==> src/hw/rtl/weir_flow_level_update_assert.svh <==
// ----------------------------------------------------------------------------
// Weir flow level update - assertion macros
// Shared concurrent check forms, clocked on clk, off during reset.
// ----------------------------------------------------------------------------
`ifndef WEIR_FLOW_LEVEL_UPDATE_ASSERT_SVH
`define WEIR_FLOW_LEVEL_UPDATE_ASSERT_SVH

// same-cycle implication
`define WFLU_ASSERT_NOW(name, pre, post) \
    name: assert property (@(posedge clk) disable iff (!rst_n) (pre) |-> (post)) \
        else $error("weir flow level update: check failed");

// next-cycle implication
`define WFLU_ASSERT_NEXT(name, pre, post) \
    name: assert property (@(posedge clk) disable iff (!rst_n) (pre) |=> (post)) \
        else $error("weir flow level update: check failed");

`endif

==> src/hw/rtl/wflu_pkg.sv <==
// ----------------------------------------------------------------------------
// Weir flow level update - package
// Payload types, unit command/result types, constants.
// ----------------------------------------------------------------------------
package wflu_pkg;

    typedef struct packed {
        logic [30:0]        cell_depth;
        logic signed [31:0] cell_ground;
        logic [30:0]        neighbour_depth;
        logic signed [31:0] neighbour_ground;
        logic [31:0]        cell_area;
        logic               last_link;
    } wflu_in_t;

    typedef struct packed {
        logic signed [31:0] link_flow;
        logic [30:0]        new_depth;
        logic               depth_ready;
    } wflu_out_t;

    typedef enum logic [1:0] {
        OP_MUL,
        OP_SQRT,
        OP_DIV
    } wflu_op_t;

    typedef struct packed {
        logic        start;
        wflu_op_t    op;
        logic        sh16;   // product shift: 1 = 16, 0 = 12
        logic [51:0] a;
        logic [31:0] b;
    } wflu_cmd_t;

    typedef struct packed {
        logic        done;
        logic [47:0] value;
    } wflu_res_t;

    typedef enum logic [3:0] {
        S_IDLE,
        S_LEVEL,
        S_HEAD,
        S_LAW,
        S_SQRT,
        S_MUL_ROOT,
        S_MUL_COEF,
        S_MUL_K3,
        S_MUL_G,
        S_ACCUM,
        S_SPLIT,
        S_DIV,
        S_DIV_WAIT,
        S_OUT
    } wflu_state_t;

    localparam logic CFG_WEIR_COEF    = 1'b0;
    localparam logic CFG_CREST_OFFSET = 1'b1;

    localparam logic [15:0] COEF_RESET = 16'd1638;
    localparam logic [31:0] SQRT2G_Q16 = 32'd290288;
    localparam logic [31:0] K3_Q16     = 32'd170268;

    localparam logic [5:0] MUL_STEPS  = 6'd4;
    localparam logic [5:0] SQRT_STEPS = 6'd26;
    localparam logic [5:0] DIV_STEPS  = 6'd48;

    localparam logic [46:0] MAG_CAP  = {47{1'b1}};
    localparam logic [47:0] FLOW_CAP = 48'h0000_7FFF_FFFF;

endpackage

==> src/hw/rtl/wflu_unit.sv <==
// ----------------------------------------------------------------------------
// Weir flow level update - shared iterative unit
// Multiply (8 bits/cycle), square root (1 digit/cycle), divide (1 bit/cycle).
// ----------------------------------------------------------------------------
module wflu_unit
    import wflu_pkg::*;
(
    input  logic      clk,
    input  logic      rst_n,
    input  wflu_cmd_t cmd,
    output wflu_res_t res
);

    logic        busy_reg, busy_next;
    wflu_op_t    op_reg, op_next;
    logic        sh16_reg, sh16_next;
    logic [5:0]  cnt_reg, cnt_next;
    logic [51:0] a_reg, a_next;
    logic [31:0] b_reg, b_next;
    logic [79:0] acc_reg, acc_next;

    logic [55:0] pp;
    logic [27:0] rem_sh;
    logic [27:0] trial;
    logic [32:0] dv_sh;
    logic [79:0] prod_sh;

    always_ff @(posedge clk or negedge rst_n)
    begin
        if (!rst_n)
        begin
            busy_reg <= 1'b0;
            cnt_reg  <= '0;
        end
        else
        begin
            busy_reg <= busy_next;
            cnt_reg  <= cnt_next;
        end
    end

    always_ff @(posedge clk)
    begin
        op_reg   <= op_next;
        sh16_reg <= sh16_next;
        a_reg    <= a_next;
        b_reg    <= b_next;
        acc_reg  <= acc_next;
    end

    always_comb
    begin
        pp     = a_reg[47:0] * b_reg[31:24];
        rem_sh = {acc_reg[25:0], a_reg[51:50]};
        trial  = {b_reg[25:0], 2'b01};
        dv_sh  = {acc_reg[31:0], a_reg[47]};

        busy_next = busy_reg;
        op_next   = op_reg;
        sh16_next = sh16_reg;
        cnt_next  = cnt_reg;
        a_next    = a_reg;
        b_next    = b_reg;
        acc_next  = acc_reg;

        if (cmd.start)
        begin
            busy_next = 1'b1;
            op_next   = cmd.op;
            sh16_next = cmd.sh16;
            a_next    = cmd.a;
            acc_next  = '0;
            case (cmd.op)
                OP_MUL:  begin cnt_next = MUL_STEPS;  b_next = cmd.b; end
                OP_SQRT: begin cnt_next = SQRT_STEPS; b_next = '0;    end
                OP_DIV:  begin cnt_next = DIV_STEPS;  b_next = cmd.b; end
                default: begin cnt_next = '0;         b_next = cmd.b; end
            endcase
        end
        else if (busy_reg)
        begin
            if (cnt_reg == '0)
            begin
                busy_next = 1'b0;
            end
            else
            begin
                cnt_next = cnt_reg - 6'd1;
                case (op_reg)
                    OP_MUL:
                    begin
                        acc_next = {acc_reg[71:0], 8'b0} + {24'b0, pp};
                        b_next   = {b_reg[23:0], 8'b0};
                    end
                    OP_SQRT:
                    begin
                        a_next = {a_reg[49:0], 2'b00};
                        if (rem_sh >= trial)
                        begin
                            acc_next = {52'b0, rem_sh - trial};
                            b_next   = {b_reg[30:0], 1'b1};
                        end
                        else
                        begin
                            acc_next = {52'b0, rem_sh};
                            b_next   = {b_reg[30:0], 1'b0};
                        end
                    end
                    OP_DIV:
                    begin
                        if (dv_sh >= {1'b0, b_reg})
                        begin
                            acc_next = {47'b0, dv_sh - {1'b0, b_reg}};
                            a_next   = {a_reg[50:0], 1'b1};
                        end
                        else
                        begin
                            acc_next = {47'b0, dv_sh};
                            a_next   = {a_reg[50:0], 1'b0};
                        end
                    end
                    default: acc_next = acc_reg;
                endcase
            end
        end
    end

    // result shaping: product is shifted and capped at 2^47-1
    always_comb
    begin
        prod_sh   = sh16_reg ? (acc_reg >> 16) : (acc_reg >> 12);
        res.done  = busy_reg && (cnt_reg == '0);
        case (op_reg)
            OP_MUL:  res.value = (prod_sh[79:47] != '0) ? {1'b0, MAG_CAP}
                                                         : {1'b0, prod_sh[46:0]};
            OP_SQRT: res.value = {22'b0, b_reg[25:0]};
            OP_DIV:  res.value = a_reg[47:0];
            default: res.value = '0;
        endcase
    end

    `include "weir_flow_level_update_assert.svh"

    `WFLU_ASSERT_NOW(a_start_when_free, cmd.start, !busy_reg || cnt_reg == '0)
    `WFLU_ASSERT_NEXT(a_start_busy, cmd.start, busy_reg)
    `WFLU_ASSERT_NEXT(a_done_release, res.done && !cmd.start, !busy_reg)

endmodule

==> src/hw/rtl/weir_flow_level_update.sv <==
// ----------------------------------------------------------------------------
// Weir flow level update - top level
// Per-link weir flow (free or submerged law), running total, depth update.
// ----------------------------------------------------------------------------
//  channel   direction  handshake           payload
//  in        input      in_valid/in_ready   in_data   (wflu_in_t)
//  out       output     out_valid/out_ready out_data  (wflu_out_t)
//  cfg       input      cfg_valid/cfg_ready cfg_index, cfg_data
//
//  A link with no flow bypasses the shared unit; a flowing link runs a
//  square root and three (free law) or four (submerged law) multiplies
//  in it, and the last link of a cell adds a division, issued from its
//  own state before the unit runs it. One item is in work at a time;
//  in_ready is high only in idle. The output register holds a result
//  until its transfer, and the sequencer waits in its last state if that
//  register is full. Reset clears the flow total and loads the register
//  defaults.
// ----------------------------------------------------------------------------
module weir_flow_level_update
    import wflu_pkg::*;
(
    input  logic        clk,
    input  logic        rst_n,
    input  logic        in_valid,
    output logic        in_ready,
    input  wflu_in_t    in_data,
    output logic        out_valid,
    input  logic        out_ready,
    output wflu_out_t   out_data,
    input  logic        cfg_valid,
    output logic        cfg_ready,
    input  logic        cfg_index,
    input  logic [31:0] cfg_data
);

    wflu_state_t state_reg, state_next;

    // configuration
    logic [15:0]        coef_reg;
    logic signed [31:0] crest_off_reg;

    // item and intermediates (payload, no reset)
    wflu_in_t           item_reg, item_next;
    logic signed [33:0] z1_reg, z1_next;
    logic signed [33:0] z2_reg, z2_next;
    logic signed [33:0] crest_reg, crest_next;
    logic signed [34:0] hup_reg, hup_next;
    logic signed [34:0] hdn_reg, hdn_next;
    logic signed [34:0] diff_reg, diff_next;
    logic               pos_reg, pos_next;
    logic               free_reg, free_next;
    logic [30:0]        q_reg, q_next;
    logic signed [31:0] flow_reg, flow_next;
    logic [30:0]        depth_reg, depth_next;

    // running total (control state)
    logic signed [47:0] total_reg, total_next;

    logic               out_valid_reg, out_valid_next;
    wflu_out_t          out_data_reg, out_data_next;

    wflu_cmd_t          cmd;
    wflu_res_t          res;

    // combinational helpers
    logic signed [33:0] gmax;
    logic signed [33:0] zmax, zmin;
    logic signed [36:0] lhs2, rhs3;
    logic               law_free;
    logic signed [48:0] sum;
    logic [47:0]        total_mag;
    logic [31:0]        area_eff;
    logic signed [49:0] nd;

    wflu_unit u_unit (
        .clk   (clk),
        .rst_n (rst_n),
        .cmd   (cmd),
        .res   (res)
    );

    assign cfg_ready = 1'b1;
    assign in_ready  = (state_reg == S_IDLE);
    assign out_valid = out_valid_reg;
    assign out_data  = out_data_reg;

    always_ff @(posedge clk or negedge rst_n)
    begin
        if (!rst_n)
        begin
            state_reg     <= S_IDLE;
            coef_reg      <= COEF_RESET;
            crest_off_reg <= '0;
            total_reg     <= '0;
            out_valid_reg <= 1'b0;
        end
        else
        begin
            state_reg     <= state_next;
            total_reg     <= total_next;
            out_valid_reg <= out_valid_next;
            if (cfg_valid && cfg_ready)
            begin
                case (cfg_index)
                    CFG_WEIR_COEF:    coef_reg      <= cfg_data[15:0];
                    CFG_CREST_OFFSET: crest_off_reg <= cfg_data;
                    default:          coef_reg      <= coef_reg;
                endcase
            end
        end
    end

    always_ff @(posedge clk)
    begin
        item_reg     <= item_next;
        z1_reg       <= z1_next;
        z2_reg       <= z2_next;
        crest_reg    <= crest_next;
        hup_reg      <= hup_next;
        hdn_reg      <= hdn_next;
        diff_reg     <= diff_next;
        pos_reg      <= pos_next;
        free_reg     <= free_next;
        q_reg        <= q_next;
        flow_reg     <= flow_next;
        depth_reg    <= depth_next;
        out_data_reg <= out_data_next;
    end

    always_comb
    begin
        // levels and crest
        gmax = (item_reg.cell_ground >= item_reg.neighbour_ground)
             ? 34'(item_reg.cell_ground) : 34'(item_reg.neighbour_ground);
        zmax = (z1_reg >= z2_reg) ? z1_reg : z2_reg;
        zmin = (z1_reg >= z2_reg) ? z2_reg : z1_reg;
        // free law when 2*H_up > 3*H_down
        lhs2 = 37'(hup_reg) <<< 1;
        rhs3 = (37'(hdn_reg) <<< 1) + 37'(hdn_reg);
        law_free = (lhs2 > rhs3);
        // saturating accumulate
        sum = 49'(total_reg) + 49'(flow_reg);
        total_mag = total_reg[47] ? 48'(-total_reg) : 48'(total_reg);
        area_eff  = (item_reg.cell_area == '0) ? 32'd1 : item_reg.cell_area;
        nd = total_reg[47] ? (50'(item_reg.cell_depth) + 50'(res.value))
                           : (50'(item_reg.cell_depth) - 50'(res.value));

        state_next     = state_reg;
        item_next      = item_reg;
        z1_next        = z1_reg;
        z2_next        = z2_reg;
        crest_next     = crest_reg;
        hup_next       = hup_reg;
        hdn_next       = hdn_reg;
        diff_next      = diff_reg;
        pos_next       = pos_reg;
        free_next      = free_reg;
        q_next         = q_reg;
        flow_next      = flow_reg;
        depth_next     = depth_reg;
        total_next     = total_reg;
        out_valid_next = out_valid_reg && !out_ready;
        out_data_next  = out_data_reg;

        cmd       = '0;
        cmd.op    = OP_MUL;

        case (state_reg)
            S_IDLE:
            begin
                if (in_valid)
                begin
                    item_next  = in_data;
                    state_next = S_LEVEL;
                end
            end
            S_LEVEL:
            begin
                z1_next    = 34'(item_reg.cell_ground) + 34'(item_reg.cell_depth);
                z2_next    = 34'(item_reg.neighbour_ground)
                           + 34'(item_reg.neighbour_depth);
                crest_next = gmax + 34'(crest_off_reg);
                state_next = S_HEAD;
            end
            S_HEAD:
            begin
                hup_next   = 35'(zmax) - 35'(crest_reg);
                hdn_next   = 35'(zmin) - 35'(crest_reg);
                diff_next  = 35'(zmax) - 35'(zmin);
                pos_next   = (z1_reg >= z2_reg);
                state_next = S_LAW;
            end
            S_LAW:
            begin
                free_next = law_free;
                if (hup_reg > 35'sd0)
                begin
                    cmd.start  = 1'b1;
                    cmd.op     = OP_SQRT;
                    cmd.a      = law_free ? {2'b0, hup_reg[33:0], 16'b0}
                                          : {2'b0, diff_reg[33:0], 16'b0};
                    state_next = S_SQRT;
                end
                else
                begin
                    q_next     = '0;
                    state_next = S_ACCUM;
                end
            end
            S_SQRT:
            begin
                if (res.done)
                begin
                    cmd.start  = 1'b1;
                    cmd.sh16   = 1'b1;
                    cmd.a      = free_reg ? {18'b0, hup_reg[33:0]}
                                          : {18'b0, hdn_reg[33:0]};
                    cmd.b      = res.value[31:0];
                    state_next = S_MUL_ROOT;
                end
            end
            S_MUL_ROOT:
            begin
                if (res.done)
                begin
                    cmd.start  = 1'b1;
                    cmd.sh16   = 1'b0;
                    cmd.a      = {4'b0, res.value};
                    cmd.b      = {16'b0, coef_reg};
                    state_next = S_MUL_COEF;
                end
            end
            S_MUL_COEF:
            begin
                if (res.done)
                begin
                    cmd.start  = 1'b1;
                    cmd.sh16   = 1'b1;
                    cmd.a      = {4'b0, res.value};
                    cmd.b      = free_reg ? SQRT2G_Q16 : K3_Q16;
                    state_next = free_reg ? S_MUL_G : S_MUL_K3;
                end
            end
            S_MUL_K3:
            begin
                if (res.done)
                begin
                    cmd.start  = 1'b1;
                    cmd.sh16   = 1'b1;
                    cmd.a      = {4'b0, res.value};
                    cmd.b      = SQRT2G_Q16;
                    state_next = S_MUL_G;
                end
            end
            S_MUL_G:
            begin
                if (res.done)
                begin
                    q_next     = (res.value > FLOW_CAP) ? FLOW_CAP[30:0]
                                                        : res.value[30:0];
                    state_next = S_ACCUM;
                end
            end
            S_ACCUM:
            begin
                // positive flow leaves the cell
                flow_next  = pos_reg ? $signed({1'b0, q_reg})
                                     : -$signed({1'b0, q_reg});
                state_next = S_SPLIT;
            end
            S_SPLIT:
            begin
                if (sum[48] != sum[47])
                    total_next = sum[48] ? {1'b1, 47'b0} : {1'b0, {47{1'b1}}};
                else
                    total_next = sum[47:0];
                if (item_reg.last_link)
                    state_next = S_DIV;
                else
                begin
                    depth_next = '0;
                    state_next = S_OUT;
                end
            end
            S_DIV:
            begin
                // saturated total is in place: one division launch
                cmd.start  = 1'b1;
                cmd.op     = OP_DIV;
                cmd.a      = {4'b0, total_mag};
                cmd.b      = area_eff;
                state_next = S_DIV_WAIT;
            end
            S_DIV_WAIT:
            begin
                if (res.done)
                begin
                    if (nd < 50'sd0)
                        depth_next = '0;
                    else if (nd > 50'sd2147483647)
                        depth_next = {31{1'b1}};
                    else
                        depth_next = nd[30:0];
                    total_next = '0;
                    state_next = S_OUT;
                end
            end
            S_OUT:
            begin
                if (!out_valid_reg || out_ready)
                begin
                    out_valid_next              = 1'b1;
                    out_data_next.link_flow     = flow_reg;
                    out_data_next.new_depth     = depth_reg;
                    out_data_next.depth_ready   = item_reg.last_link;
                    state_next                  = S_IDLE;
                end
            end
            default: state_next = S_IDLE;
        endcase
    end

    `include "weir_flow_level_update_assert.svh"

    `WFLU_ASSERT_NEXT(a_accept_starts, in_valid && in_ready, state_reg == S_LEVEL)
    `WFLU_ASSERT_NOW(a_depth_zero, out_valid && !out_data.depth_ready, out_data.new_depth == '0)
    `WFLU_ASSERT_NEXT(a_total_cleared, state_reg == S_DIV_WAIT && res.done, total_reg == '0)
    `WFLU_ASSERT_NOW(a_no_cmd_idle, state_reg == S_IDLE, !cmd.start)

endmodule

==> config.mk <==
export PLATFORM = sky130hd
export DESIGN_NAME = weir_flow_level_update
export DESIGN_NICKNAME = d
export VERILOG_FILES = /design/src/hw/rtl/wflu_pkg.sv /design/src/hw/rtl/wflu_unit.sv /design/src/hw/rtl/weir_flow_level_update.sv
export VERILOG_INCLUDE_DIRS = /design/src /design/src/hw/rtl
export SDC_FILE = /design/constraint.sdc
export NUM_CORES = 2
export LEC_CHECK = 0
export BUFFER_PORTS_ARGS = -buffer_cell sky130_fd_sc_hd__clkbuf_2
export CORE_ASPECT_RATIO = 0.75
export CORE_MARGIN = 4
export CORE_UTILIZATION = 36
export CTS_CLUSTER_DIAMETER = 80
export CTS_CLUSTER_SIZE = 40
export DETAILED_ROUTE_END_ITERATION = 6
export HOLD_SLACK_MARGIN = 0.1
export PLACE_DENSITY = 0.52
export SLEW_MARGIN = 0
export SYNTH_ARGS = -nofsm -noshare
export SYNTH_HDL_FRONTEND = slang
export SYNTH_SLANG_ARGS = --single-unit
==> constraint.sdc <==
create_clock -name clk -period 26.9 [get_ports clk]
set_input_delay 4.035 -clock clk [delete_from_list [all_inputs] [get_ports clk]]
set_output_delay 4.035 -clock clk [all_outputs]
set_load 0.02 [all_outputs]
==> reports/qor.yml <==
hold_depth: 0
worstSetupPathType: "reg -> reg"
slew_headroom: 0.0984
ys_types: 92
tightest_slew_ns: 1.34
max_freq_ghz: 0.116
cts_buffers: 55
synth_most_common_cell: "nand2_1"
critPathCaptureType: "flop"
yosys-top-cells-count: "835 x nand2_1, 610 x edfxtp_1, 601 x inv_1"
core_um2: 192000
largest_reg_flops: 159
cts-root-buf: "clkbuf_16"
io_buffers: 262
synth_edf_count: 610
drt_iter0_markers: 7070
timing.final.max_slew_violations: 0
status: "completed"
grt.total_usage: 0.260
netlist_area_um2: 69600
initial_core_util: 0.363
synth_warnings: 0
cts_resized: 0
gp_congestion: 0.986
hold_end: "out_data[20]"
synth_ff_type: "edfxtp_1"
hold_violations: 0
synth_nets: 8652
ioPinCount: 264
path_clk_slew_ns: 0.11
hold_start: "depth_reg[19]"
finalSetupViolations: 0
wl_per_cell_um: 26.2
drt-total-wl_um: 268000
post-route-drc-count: 0
path_max_fanout: 35
detailed_place_hpwl_um: 214000
skew_ns: 0.0795
synthTopCellsByArea: "edfxtp_1 26%, ha_1 10%, fa_1 9.6%, nand2_1 4.5%, xnor2_1 4.1%"
cts_hold_buf: 0
reg2reg_from: "u_unit.b_reg[24]"
fin_tns_setup_ns: 0
dieArea_um2: 200000
rows: 139
worst-endpoint-arrival_ns: 9.25
die_y_um: 389
grt_max_degree: 77
ys_seq_elements: 798
tritoncts: "yes"
routed-via-count: 59400
clock_path_buffers: 3
finalCritPeriodShare: 0.322
drive_gt1_frac: 0.0828
grt_first_pass_wirelength_um: 390000
period_needed_ns: 8.65
synthToLayoutAreaGrowth_pct: 9.25
postCtsSetupRepairBufs: 0
dieWidth_um: 516
rsz0062_at_grt: "false"
h-tree-depth: 2
cts.sinks: 798
critPathRequiredTime_ns: 27.50
antenna_found_initial: 19
r2r_slack_ns: 18.25
finalNetCount: 8716
clk_latency_ns: 0.77
hold_path_class: "reg -> reg"
reg2regPathDepth: 25
via_per_inst: 5.82
r2r-end: "u_unit.acc_reg[64]"
ant_nets: 0
yosysSeqAreaShare: 0.325
firstDrtPassIters: 6
start_kind: "flop"
grt_pass1_vias: 56100
avgSynthCellArea_um2: 9.20
ys_async_sr_fraction: 0.135
yosysTopAreaCell: "edfxtp_1"
syn_inst: 7558
maxCapViolations: 0
overflow: 0
netlist.area_leader.share: 0.263
worst max-delay path: stages (launching register included):
cell and delay (ns):
edfxtp_1 0.79, buf_4 0.53, and2_1 0.20, ha_1 0.24, fa_1 0.46, ha_1 0.29
inv_1 0.05, fa_1 0.47, inv_1 0.08, ha_1 0.16, inv_1 0.06, fa_1 0.40
inv_1 0.08, a21oi_1 0.08, o21ai_0 0.28, a21oi_1 0.20, o311ai_0 0.59, o221ai_1 0.34
a311oi_1 0.54, a21oi_1 0.33, o21ai_0 1.05, a211o_1 0.26, a31oi_1 0.36, nor2_1 0.32
mux2i_1 0.22, o22ai_1 0.09
stage by stage:
step	hold slack, ns	worst slack, ns	instance area, um^2	std cells	util
2_1_floorplan	0.400	18.28	69600	7558	-
3_3_place_gp	0.404	18.59	73600	10100	0.384
3_5_place_dp	0.405	18.44	73600	10100	0.384
4_1_cts	0.435	18.43	76000	10200	0.396
5_1_grt	0.439	17.79	76000	10200	0.396
6_report	0.433	18.25	76000	10200	0.396
layout by cell type (no fill, tap or decap), drive strengths merged, types with 67 or more instances in the layout:
cell and count:
o21ai 529, o21bai 71, nand2 836, mux2 93, o21a 84, buf 101
dfrtp 102, nand4 67, inv 624, nor3 108, xor2 156, mux2i 105
fa 333, a21oi 558, nor2 444, nor2b 79, clkbuf 319, and2 158
a21o 199, dfxtp 80, a31oi 90, edfxtp 610, nand3 125, ha 564
xnor2 323
logic make-up after synthesis:
logic type,after synthesis,share of synthesized area
other cells,1,0.0000539
buf+inv,964,0.0521
fa+ha+maj,897,0.197
flops,798,0.325
mux,198,0.0302
compound gates,2122,0.194
xor+xnor,479,0.0603
simple gates,2099,0.141
per-layer routing:
metal | vias to the layer above | part of all wire | wire length [um] | global-route usage
li1 | 27100 | - | - | -
met1 | 29300 | 0.48 | 128000 | 0.404
met2 | 2714 | 0.40 | 106000 | 0.359
met3 | 300 | 0.094 | 25300 | 0.0532
met4 | 0 | 0.033 | 8910 | 0.0772
met5 | - | 0 | 0 | 0
worst max-delay path by stage:
stage | slack, ns | start | to | depth (start not counted)
after detailed placement | 18.44 | u_unit.b_reg[29] | u_unit.acc_reg[64] | 21
final | 18.25 | u_unit.b_reg[24] | u_unit.acc_reg[64] | 25
after global routing | 17.79 | u_unit.b_reg[29] | u_unit.acc_reg[64] | 21
after global placement | 18.59 | u_unit.b_reg[31] | u_unit.acc_reg[64] | 21
after floorplan | 18.28 | state_reg[2] | diff_reg[0] | 3
after CTS | 18.43 | u_unit.b_reg[31] | u_unit.acc_reg[64] | 21
layout make-up:
class,instances,area (um^2)
Clock inverter,45,957
Clock buffer,58,1410
Fill cell,19100,116000
Tap cell,2538,3180
Timing Repair Buffer,362,2060
Multi-Input combinational cell,5796,43500
Inverter,609,2290
Antenna cell,2,5.00
Sequential cell,798,22600
Power is left out: the tool's default activity adds up to more than one toggle a clock period on the data nets, which glitch-free logic cannot reach.
